### src/rtl/srs_pkg.sv
package srs_pkg;

	localparam int COUNT_WIDTH_DEFAULT = 32;
	localparam int CFG_INDEX_W = 4;
	localparam int CFG_DATA_W = 32;
	localparam int LBD_W = 10;
	localparam int LEMMA_W = 24;
	localparam int LIMIT_W = 32;

	localparam logic [31:0] MAX32 = 32'hFFFF_FFFF;

	// floor(x / 100) == (x * DIV100_MAGIC) >> DIV100_SHIFT for every 32-bit x.
	localparam logic [30:0] DIV100_MAGIC = 31'd1374389535;
	localparam int DIV100_SHIFT = 37;
	localparam logic [6:0] AVG_NUM = 7'd125;

	// floor(n / 300) == (n * LEMMA_MAGIC) >> LEMMA_SHIFT for every n below 2^25.
	localparam logic [24:0] LEMMA_MAGIC = 25'd28633116;
	localparam int LEMMA_SHIFT = 33;
	localparam logic [8:0] LEMMA_STEP = 9'd300;
	localparam logic [8:0] LEMMA_ROUND = 9'd299;

	localparam int FAST_SHIFT = 5;
	localparam int FAST_GAIN = 15;
	localparam int SLOW_SHIFT = 15;
	localparam int SLOW_GAIN = 5;

	localparam logic [31:0] RST_GEO_FIRST = 32'd100;
	localparam logic [9:0] RST_GROW_MULT = 10'd384;
	localparam logic [31:0] RST_ARITH_FIRST = 32'd100;
	localparam logic [19:0] RST_ARITH_STEP = 20'd100;
	localparam logic [31:0] RST_LEMMA_START = 32'd2000;
	localparam logic [31:0] RST_EMA_START = 32'd16777216;
	localparam logic [4:0] RST_POW_BASE = 5'd2;

	typedef enum logic [1:0] {
		MODE_AVG = 2'd0,
		MODE_ARITH = 2'd1,
		MODE_GEO = 2'd2,
		MODE_LUBY = 2'd3
	} mode_t;

	typedef enum logic [CFG_INDEX_W-1:0] {
		REG_MODE = 4'd0,
		REG_POW_BASE = 4'd1,
		REG_GEO_FIRST = 4'd2,
		REG_GROW_MULT = 4'd3,
		REG_ARITH_FIRST = 4'd4,
		REG_ARITH_STEP = 4'd5,
		REG_LEMMA_START = 4'd6,
		REG_EMA_START = 4'd7
	} cfg_reg_t;

	typedef enum logic [3:0] {
		ST_IDLE,
		ST_EMA,
		ST_AVG_MUL,
		ST_AVG_CMP,
		ST_LUBY_INIT,
		ST_LUBY_GROW,
		ST_LUBY_SHRINK,
		ST_LUBY_POW,
		ST_LIMIT_CMP,
		ST_GEO_MUL,
		ST_LEMMA_MUL,
		ST_LEMMA_ADD,
		ST_DONE
	} state_t;

	typedef struct packed {
		logic capture;
		logic ema;
		logic avg_mul;
		logic avg_cmp;
		logic luby_init;
		logic luby_grow;
		logic luby_shrink;
		logic luby_pow;
		logic limit_cmp;
		logic geo_mul;
		logic lemma_mul;
		logic lemma_add;
		logic load_out;
	} cmd_t;

	typedef struct packed {
		mode_t mode;
		logic grow_more;
		logic shrink_more;
		logic pow_more;
		logic out_free;
	} status_t;

endpackage

### src/rtl/srs_ctrl.sv
module srs_ctrl (
	input  logic             clk,
	input  logic             arst_n,
	input  logic             in_valid,
	output logic             in_ready,
	input  srs_pkg::status_t status,
	output srs_pkg::cmd_t    cmd
);
	import srs_pkg::*;

	state_t state_q;
	state_t state_next;

	always_ff @(posedge clk or negedge arst_n) begin
		if (!arst_n) begin
			state_q <= ST_IDLE;
		end else begin
			state_q <= state_next;
		end
	end

	always_comb begin
		state_next = state_q;
		case (state_q)
			ST_IDLE: begin
				if (in_valid) state_next = ST_EMA;
			end
			ST_EMA: begin
				case (status.mode)
					MODE_AVG: state_next = ST_AVG_MUL;
					MODE_LUBY: state_next = ST_LUBY_INIT;
					default: state_next = ST_LIMIT_CMP;
				endcase
			end
			ST_AVG_MUL: state_next = ST_AVG_CMP;
			ST_AVG_CMP: state_next = ST_LEMMA_MUL;
			ST_LUBY_INIT: state_next = ST_LUBY_GROW;
			ST_LUBY_GROW: begin
				if (!status.grow_more) state_next = ST_LUBY_SHRINK;
			end
			ST_LUBY_SHRINK: begin
				if (!status.shrink_more) state_next = ST_LUBY_POW;
			end
			ST_LUBY_POW: begin
				if (!status.pow_more) state_next = ST_LIMIT_CMP;
			end
			ST_LIMIT_CMP: begin
				if (status.mode == MODE_GEO) state_next = ST_GEO_MUL;
				else state_next = ST_LEMMA_MUL;
			end
			ST_GEO_MUL: state_next = ST_LEMMA_MUL;
			ST_LEMMA_MUL: state_next = ST_LEMMA_ADD;
			ST_LEMMA_ADD: state_next = ST_DONE;
			ST_DONE: begin
				if (status.out_free) state_next = ST_IDLE;
			end
			default: state_next = ST_IDLE;
		endcase
	end

	always_comb begin
		cmd = '0;
		in_ready = 1'b0;
		case (state_q)
			ST_IDLE: begin
				in_ready = 1'b1;
				cmd.capture = in_valid;
			end
			ST_EMA: cmd.ema = 1'b1;
			ST_AVG_MUL: cmd.avg_mul = 1'b1;
			ST_AVG_CMP: cmd.avg_cmp = 1'b1;
			ST_LUBY_INIT: cmd.luby_init = 1'b1;
			ST_LUBY_GROW: cmd.luby_grow = 1'b1;
			ST_LUBY_SHRINK: cmd.luby_shrink = 1'b1;
			ST_LUBY_POW: cmd.luby_pow = 1'b1;
			ST_LIMIT_CMP: cmd.limit_cmp = 1'b1;
			ST_GEO_MUL: cmd.geo_mul = 1'b1;
			ST_LEMMA_MUL: cmd.lemma_mul = 1'b1;
			ST_LEMMA_ADD: cmd.lemma_add = 1'b1;
			ST_DONE: cmd.load_out = status.out_free;
			default: cmd = '0;
		endcase
	end

endmodule

### src/rtl/srs_dp.sv
module srs_dp #(
	parameter int COUNT_WIDTH = srs_pkg::COUNT_WIDTH_DEFAULT
) (
	input  logic                             clk,
	input  logic                             arst_n,
	input  logic                             cfg_we,
	input  logic [srs_pkg::CFG_INDEX_W-1:0]  cfg_index,
	input  logic [srs_pkg::CFG_DATA_W-1:0]   cfg_data,
	input  logic [srs_pkg::LBD_W-1:0]        lbd,
	input  logic [srs_pkg::LEMMA_W-1:0]      lemma_count,
	input  logic                             out_ready,
	output logic                             out_valid,
	output logic                             restart_now,
	output logic                             reduce_request,
	output logic [srs_pkg::LIMIT_W-1:0]      active_limit,
	input  srs_pkg::cmd_t                    cmd,
	output srs_pkg::status_t                 status
);
	import srs_pkg::*;

	localparam int CMP_W = (COUNT_WIDTH > 32) ? COUNT_WIDTH : 32;

	// Configuration that is read during a conflict.
	mode_t       mode_q;
	logic [4:0]  pow_base_q;
	logic [9:0]  grow_mult_q;
	logic [19:0] arith_step_q;

	// Scheduler state.
	logic [31:0]            fast_q;
	logic [31:0]            slow_q;
	logic [COUNT_WIDTH-1:0] count_q;
	logic [31:0]            luby_pos_q;
	logic [31:0]            geo_limit_q;
	logic [31:0]            arith_limit_q;
	logic [31:0]            lemma_limit_q;

	// Working registers of one conflict.
	logic [LBD_W-1:0]   lbd_q;
	logic [LEMMA_W-1:0] lemmas_q;
	logic [62:0]        avg_prod_q;
	logic [31:0]        lx_q;
	logic [32:0]        lsize_q;
	logic [5:0]         lseq_q;
	logic [31:0]        pow_q;
	logic [5:0]         pexp_q;
	logic [31:0]        limit_q;
	logic               restart_q;
	logic               reduce_q;
	logic [49:0]        lemma_prod_q;

	logic        out_valid_q;
	logic        out_restart_q;
	logic        out_reduce_q;
	logic [31:0] out_limit_q;

	logic [32:0]        fast_sum;
	logic [32:0]        slow_sum;
	logic [32:0]        avg_bound;
	logic [32:0]        luby_half;
	logic [36:0]        pow_prod;
	logic [31:0]        limit_sel;
	logic               limit_hit;
	logic [41:0]        geo_prod;
	logic [32:0]        arith_sum;
	logic               reduce_hit;
	logic [24:0]        lemma_round;
	logic [25:0]        lemma_inc;
	logic [32:0]        lemma_sum;

	always_comb begin
		fast_sum = {1'b0, fast_q} - 33'(fast_q >> FAST_SHIFT) + (33'(lbd_q) << FAST_GAIN);
		slow_sum = {1'b0, slow_q} - 33'(slow_q >> SLOW_SHIFT) + (33'(lbd_q) << SLOW_GAIN);
		avg_bound = 33'(avg_prod_q[62:DIV100_SHIFT]) * 33'(AVG_NUM);
		luby_half = (lsize_q - 33'd1) >> 1;
		pow_prod = 37'(pow_q) * 37'(pow_base_q);
		case (mode_q)
			MODE_ARITH: limit_sel = arith_limit_q;
			MODE_GEO: limit_sel = geo_limit_q;
			default: limit_sel = pow_q;
		endcase
		limit_hit = CMP_W'(count_q) >= CMP_W'(limit_sel);
		geo_prod = 42'(geo_limit_q) * 42'(grow_mult_q);
		arith_sum = {1'b0, arith_limit_q} + 33'(arith_step_q);
		reduce_hit = restart_q && (32'(lemmas_q) > lemma_limit_q);
		lemma_round = 25'(lemmas_q) - 25'(lemma_limit_q[23:0]) + 25'(LEMMA_ROUND);
		lemma_inc = 26'(lemma_prod_q[49:LEMMA_SHIFT]) * 26'(LEMMA_STEP);
		lemma_sum = {1'b0, lemma_limit_q} + 33'(lemma_inc);
	end

	always_comb begin
		status.mode = mode_q;
		status.grow_more = lsize_q < ({1'b0, lx_q} + 33'd1);
		status.shrink_more = (lsize_q > 33'd1) && ((lsize_q - 33'd1) != {1'b0, lx_q});
		status.pow_more = (pexp_q != '0) && (pow_q != MAX32) && (pow_q != '0);
		status.out_free = !out_valid_q || out_ready;
	end

	always_ff @(posedge clk or negedge arst_n) begin
		if (!arst_n) begin
			mode_q <= MODE_AVG;
			pow_base_q <= RST_POW_BASE;
			grow_mult_q <= RST_GROW_MULT;
			arith_step_q <= RST_ARITH_STEP;
			fast_q <= RST_EMA_START;
			slow_q <= RST_EMA_START;
			count_q <= '0;
			luby_pos_q <= '0;
			geo_limit_q <= RST_GEO_FIRST;
			arith_limit_q <= RST_ARITH_FIRST;
			lemma_limit_q <= RST_LEMMA_START;
			out_valid_q <= 1'b0;
		end else begin
			if (cmd.ema) begin
				fast_q <= fast_sum[32] ? MAX32 : fast_sum[31:0];
				slow_q <= slow_sum[32] ? MAX32 : slow_sum[31:0];
				if (count_q != '1) count_q <= count_q + 1'b1;
			end
			if (cmd.avg_cmp && ({1'b0, fast_q} > avg_bound)) begin
				fast_q <= avg_bound[31:0];
			end
			if (cmd.limit_cmp && limit_hit) begin
				count_q <= '0;
				if (mode_q == MODE_ARITH) begin
					arith_limit_q <= arith_sum[32] ? MAX32 : arith_sum[31:0];
				end
				if (mode_q == MODE_LUBY && luby_pos_q != MAX32) begin
					luby_pos_q <= luby_pos_q + 32'd1;
				end
			end
			if (cmd.geo_mul && restart_q) begin
				geo_limit_q <= (|geo_prod[41:40]) ? MAX32 : geo_prod[39:8];
			end
			if (cmd.lemma_add && reduce_q) begin
				lemma_limit_q <= lemma_sum[32] ? MAX32 : lemma_sum[31:0];
			end

			if (cmd.load_out) begin
				out_valid_q <= 1'b1;
			end else if (out_ready) begin
				out_valid_q <= 1'b0;
			end

			if (cfg_we) begin
				case (cfg_index)
					REG_MODE: mode_q <= mode_t'(cfg_data[1:0]);
					REG_POW_BASE: pow_base_q <= cfg_data[4:0];
					REG_GEO_FIRST: geo_limit_q <= cfg_data;
					REG_GROW_MULT: grow_mult_q <= cfg_data[9:0];
					REG_ARITH_FIRST: arith_limit_q <= cfg_data;
					REG_ARITH_STEP: arith_step_q <= cfg_data[19:0];
					REG_LEMMA_START: lemma_limit_q <= 32'(cfg_data[23:0]);
					REG_EMA_START: begin
						fast_q <= 32'(cfg_data[30:0]);
						slow_q <= 32'(cfg_data[30:0]);
					end
					default: ;
				endcase
			end
		end
	end

	always_ff @(posedge clk) begin
		if (cmd.capture) begin
			lbd_q <= lbd;
			lemmas_q <= lemma_count;
		end
		if (cmd.avg_mul) begin
			avg_prod_q <= 63'(slow_q) * 63'(DIV100_MAGIC);
		end
		if (cmd.avg_cmp) begin
			restart_q <= {1'b0, fast_q} > avg_bound;
			limit_q <= '0;
		end
		if (cmd.luby_init) begin
			lx_q <= luby_pos_q;
			lsize_q <= 33'd1;
			lseq_q <= '0;
		end
		if (cmd.luby_grow && status.grow_more) begin
			lsize_q <= {lsize_q[31:0], 1'b1};
			lseq_q <= lseq_q + 6'd1;
		end
		if (cmd.luby_shrink) begin
			if (status.shrink_more) begin
				lsize_q <= luby_half;
				lseq_q <= lseq_q - 6'd1;
				if ({1'b0, lx_q} >= luby_half) lx_q <= lx_q - luby_half[31:0];
			end else begin
				pow_q <= 32'd1;
				pexp_q <= lseq_q;
			end
		end
		if (cmd.luby_pow && status.pow_more) begin
			pow_q <= (|pow_prod[36:32]) ? MAX32 : pow_prod[31:0];
			pexp_q <= pexp_q - 6'd1;
		end
		if (cmd.limit_cmp) begin
			restart_q <= limit_hit;
			limit_q <= limit_sel;
		end
		if (cmd.lemma_mul) begin
			reduce_q <= reduce_hit;
			lemma_prod_q <= 50'(lemma_round) * 50'(LEMMA_MAGIC);
		end
		if (cmd.load_out) begin
			out_restart_q <= restart_q;
			out_reduce_q <= reduce_q;
			out_limit_q <= limit_q;
		end
	end

	assign out_valid = out_valid_q;
	assign restart_now = out_restart_q;
	assign reduce_request = out_reduce_q;
	assign active_limit = out_limit_q;

endmodule

### src/rtl/sat_restart_scheduler.sv
// Channel  | Direction | Handshake            | Payload
// ---------+-----------+----------------------+-------------------------------------------
// input    | in        | in_valid / in_ready  | lbd[9:0], lemma_count[23:0]
// output   | out       | out_valid / out_ready| restart_now, reduce_request, active_limit
// config   | in        | cfg_we (no wait)     | cfg_index[3:0], cfg_data[31:0]
//
// One conflict is worked on at a time; the next one is accepted as soon as the previous
// result has moved into the output register, even while that result is still waiting.
// Luby mode takes longest: it adds a Luby term search of G grow and S shrink steps, each
// about log2(position + 2) in number, and P multiplies of the saturating power (at most
// the exponent of the term, stopping early once the power saturates). The Luby sequencer
// takes one grow, shrink or multiply step per cycle.
// Reset is asynchronous and active low and loads every limit and average with its start
// value; there is no clearing pass. A stalled output holds the finished result and keeps the next one in ST_DONE.
module sat_restart_scheduler #(
	parameter int COUNT_WIDTH = srs_pkg::COUNT_WIDTH_DEFAULT
) (
	input  logic                            clk,
	input  logic                            arst_n,
	input  logic                            cfg_we,
	input  logic [srs_pkg::CFG_INDEX_W-1:0] cfg_index,
	input  logic [srs_pkg::CFG_DATA_W-1:0]  cfg_data,
	input  logic                            in_valid,
	output logic                            in_ready,
	input  logic [srs_pkg::LBD_W-1:0]       lbd,
	input  logic [srs_pkg::LEMMA_W-1:0]     lemma_count,
	output logic                            out_valid,
	input  logic                            out_ready,
	output logic                            restart_now,
	output logic                            reduce_request,
	output logic [srs_pkg::LIMIT_W-1:0]     active_limit
);
	import srs_pkg::*;

	// The controller steps through the phases of one conflict: average update, then
	// either the moving-average bound or the conflict-limit check (with the Luby term
	// search and power in front of it in Luby mode, and the geometric limit update after it
	// in geometric mode), then the lemma limit update and finally the hand-over into the output register.
	cmd_t    cmd;
	status_t status;

	srs_ctrl u_ctrl (
		.clk      (clk),
		.arst_n   (arst_n),
		.in_valid (in_valid),
		.in_ready (in_ready),
		.status   (status),
		.cmd      (cmd)
	);

	// The datapath holds the configuration, the scheduler state and the output register.
	// Divisions by 100 and by 300 are done as reciprocal multiplies, each in its own cycle.
	srs_dp #(
		.COUNT_WIDTH (COUNT_WIDTH)
	) u_dp (
		.clk            (clk),
		.arst_n         (arst_n),
		.cfg_we         (cfg_we),
		.cfg_index      (cfg_index),
		.cfg_data       (cfg_data),
		.lbd            (lbd),
		.lemma_count    (lemma_count),
		.out_ready      (out_ready),
		.out_valid      (out_valid),
		.restart_now    (restart_now),
		.reduce_request (reduce_request),
		.active_limit   (active_limit),
		.cmd            (cmd),
		.status         (status)
	);

endmodule

### config.mk
export PLATFORM = sky130hd
export DESIGN_NAME = sat_restart_scheduler
export DESIGN_NICKNAME = d
export VERILOG_FILES = /design/src/rtl/srs_pkg.sv /design/src/rtl/srs_ctrl.sv /design/src/rtl/srs_dp.sv /design/src/rtl/sat_restart_scheduler.sv
export SDC_FILE = /design/constraint.sdc
export NUM_CORES = 2
export LEC_CHECK = 0
export BUFFER_PORTS_ARGS = -buffer_cell sky130_fd_sc_hd__clkbuf_2
export CAP_MARGIN = 15
export CORE_ASPECT_RATIO = 1.4
export CORE_UTILIZATION = 30
export DETAILED_ROUTE_END_ITERATION = 7
export SLEW_MARGIN = 20
export SYNTH_ARGS = -nofsm -noshare
export SYNTH_HDL_FRONTEND = slang
export SYNTH_SLANG_ARGS = --single-unit
### constraint.sdc
create_clock -name clk -period 11.4 [get_ports clk]
set_input_delay 1.71 -clock clk [delete_from_list [all_inputs] [get_ports clk]]
set_output_delay 1.71 -clock clk [all_outputs]
set_load 0.005 [all_outputs]
==> metrics.md <==
| Metric | Value |
|---|---|
| Status | completed |
| Chip width | 439 um |
| Initial Utilization | 0.302 |
| Vias in the first global route | 65500 |
| Post-synthesis register bit count | 520 |
| Skew final | 56.2 ps |
| Slew of the pin with the lowest slew margin | 1160 ps |
| Synth Net Count | 10800 |
| Initial drt markers | 3271 |
| Placed Cells | 11900 |
| Dominant cells by area after synthesis | fa_1 27%, ha_1 18%, dfrtp_1 7.7% |
| Layout cells sized above 1 | 0.0495 |
| Final worst path period share | 0.896 |
| Synth Instances | 8503 |
| DIE AREA | 270000 um^2 |
| Final Slew Violations | 0 |
| Core Box Area | 266000 um^2 |
| Residual DRC count | 0 |
| DP Worst Slack | 1180 ps |
| Max Cap Violations | 0 |
| Hold-fix buffers, CTS | 0 |
| Sequential fraction of the synthesis area | 0.169 |
| Post-synth top area share | 0.270 |
| Met2 Track Usage GR | 0.343 |
| Mean Syn Cell Area | 9.43 um^2 |
| ANT nets after route | 0 |
| Req. time, crit path | 11800 ps |
| Row count | 224 |
| Routability congestion estimate from global placement | 0.935 |
| Port bufs | 110 |
| Critical path peak fanout | 7 |
| RSZ-0062 raised after global routing | no |
| Worst setup path class | flop to flop |
| Drt pass-1 iters | 6 |
| Worst hold path class | flop to flop |
| Die Y | 614 um |
| CP max stage delay | 560 ps |
| Synth Area in Compound Gates | 0.116 |
| Slew margin rel. | 0.227 |
| Inserted Clock Buffers | 69 |
| Hpwl dp | 204000 um |
| Post-synth top flop | dfrtp_1 |
| Final setup fails | 0 |
| Met1 usage | 0.204 |
| All-Layer GR Usage | 0.184 |
| Clk_lat worst skew | 710 ps |
| Setup Fix Bufs, Post-CTS | 0 |
| Clk sinks | 520 |
| Top-Level Pins | 111 |
| Post-synthesis cell type count | 86 |
| Total grt overflow | 0 |
| Vias per cell | 5.04 |
| Warnings, synthesis | 0 |
| Root buffer cell | clkbuf_16 |
| Wirelength, routed | 246000 um |
| Post-synth top cells | 1498 x inv_1, 1180 x ha_1, 1083 x fa_1 |
| Most numerous cell on the critical path | fa_1 |
| Clock buffer depth | 3 |
| Area Growth Syn to Fin | 8.81% |
| Routed length per placed instance | 20.4 um |
| CP top delay family | adder cells |
| Most common cell in the synthesized netlist | inv_1 |
| Number of synthesized flops with an enable pin | 183 |
| Post-synthesis adder-cell area fraction | 0.454 |
| Fin Hold WS | 418 ps |
| Final setup margin | 1190 ps |
| Combinational family with the most area after synthesis | adder cells |
| # resized after CTS | 0 |
| Critical path arrival | 10620 ps |
| Xor and xnor area share after synthesis | 0.0495 |
| Setup crit start kind | flop |
| Top cell type by total area after synthesis | fa_1 |
| Vias | 60900 |
| Met3 Use GR | 0.0207 |
| Crit path buf inv count | 7 |
| First-pass GRT wire length | 382000 um |
| Final #Nets | 10900 |
| Post-synth ARST share | 0.512 |
| Final non-filler cell total | 12100 |
| Setup TNS | 0 ps |
| Simple-gate share of the synthesized area | 0.119 |
| Fraction of synthesized area in multiplexers | 0.00944 |
| Synthesized area | 80200 um^2 |
| Worst-path clk slew | 70 ps |
| Fmax | 97.9 MHz |
| TritonCTS clock tree | yes |
| Fin crit period | 10210 ps |
| GR peak layer | met2 |
| Final-report hold violation count | 0 |
| Largest net degree at the start of global routing | 78 |
| Initial antenna violation count | 19 |
| H-Tree Depth | 3 |
| Crit-path slowest cell | fa_1 |
| Crit end category | flop |
metrics by stage:
stage	util	cell area, um^2
3_5_place_dp	0.319	84900
4_1_cts	0.328	87300
3_3_place_gp	0.319	84900
6_report	0.328	87300
5_1_grt	0.328	87300
2_1_floorplan	-	80200
area by class of cell:
type                    count  area, um^2
multi-input cells        6232       60200
inverters                1501        5630
diodes                      7        17.5
clock inverters            35         389
repair buffers            191        1180
fillers                 27200      179000
clock buffers              90        1930
well taps                3503        4380
flip-flops and latches    520       13600
cell families (layout without fill, tap and decap cells):
logic type | count (synthesis) | in the layout
muxes | 71 | 71
and+or+nand+nor | 1984 | 1984
xor gates and xnor gates | 437 | 437
adders and majority gates | 2263 | 2263
AOI/OAI and AO/OA | 1477 | 1477
DFF | 520 | 520
other | 0 | 7
buffers and inverters | 1751 | 1817
state kept, by name, indices dropped and copies added, names as in the netlist, 5 cells and up:
name,cells
u_dp.fast_q,32
u_dp.arith_limit_q,32
u_dp.count_q,32
u_dp.arith_step_q,20
u_dp.slow_q,32
u_dp.lemma_prod_q,17
u_dp.lbd_q,10
u_dp.grow_mult_q,10
u_dp.pow_base_q,5
u_dp.lx_q,32
u_dp.avg_prod_q,26
u_dp.pexp_q,6
u_dp.lemma_limit_q,32
u_dp.lseq_q,6
u_dp.luby_pos_q,32
u_dp.geo_limit_q,32
u_dp.lemmas_q,24
u_dp.active_limit,32
u_dp.limit_q,32
u_dp.lsize_q,33
u_dp.pow_q,32
path summary, 6_finish.rpt:
path                                                     start                         endpoint  slack (ps)  cells after the start
min in group asynchronous                               arst_n       u_dp.out_valid$_DFFE_PN0P_        1000                      1
worst max-delay path                u_dp.lemmas_q[1]$_DFFE_PP_  u_dp.lemma_prod_q[43]$_DFFE_PP_        1190                     40
max in group asynchronous                               arst_n  u_dp.grow_mult_q[3]$_DFFE_PN0P_        8050                      3
worst min-delay path            u_dp.limit_q[16]$_SDFFCE_PN0P_  u_dp.active_limit[16]$_DFFE_PP_         420                      0
worst max register to register      u_dp.lemmas_q[1]$_DFFE_PP_  u_dp.lemma_prod_q[43]$_DFFE_PP_        1190                     40
worst min register to register  u_dp.limit_q[16]$_SDFFCE_PN0P_  u_dp.active_limit[16]$_DFFE_PP_         420                      0
layer usage:
metal	wire length, um	vias up
met2	129000	1422
li1	-	28200
met3	9390	556
met1	92300	30800
met4	14700	8
met5	54	-
cell usage in the layout (no fill, tap or decap), drive strengths merged, types with 71 or more instances in the layout:
cell type / instances
nand2: 741
and2: 227
o21ai: 328
buf: 82
a21o: 198
nor2: 376
clkbuf: 199
fa: 1083
dfrtp: 246
inv: 1503
edfxtp: 183
nand3: 105
a21oi: 449
dfxtp: 71
xnor2: 270
ha: 1180
nor3: 131
nand4: 98
xor2: 157
Power is not shown: default switching activity piles up to over one toggle a cycle in this logic, so the estimate is an artifact.
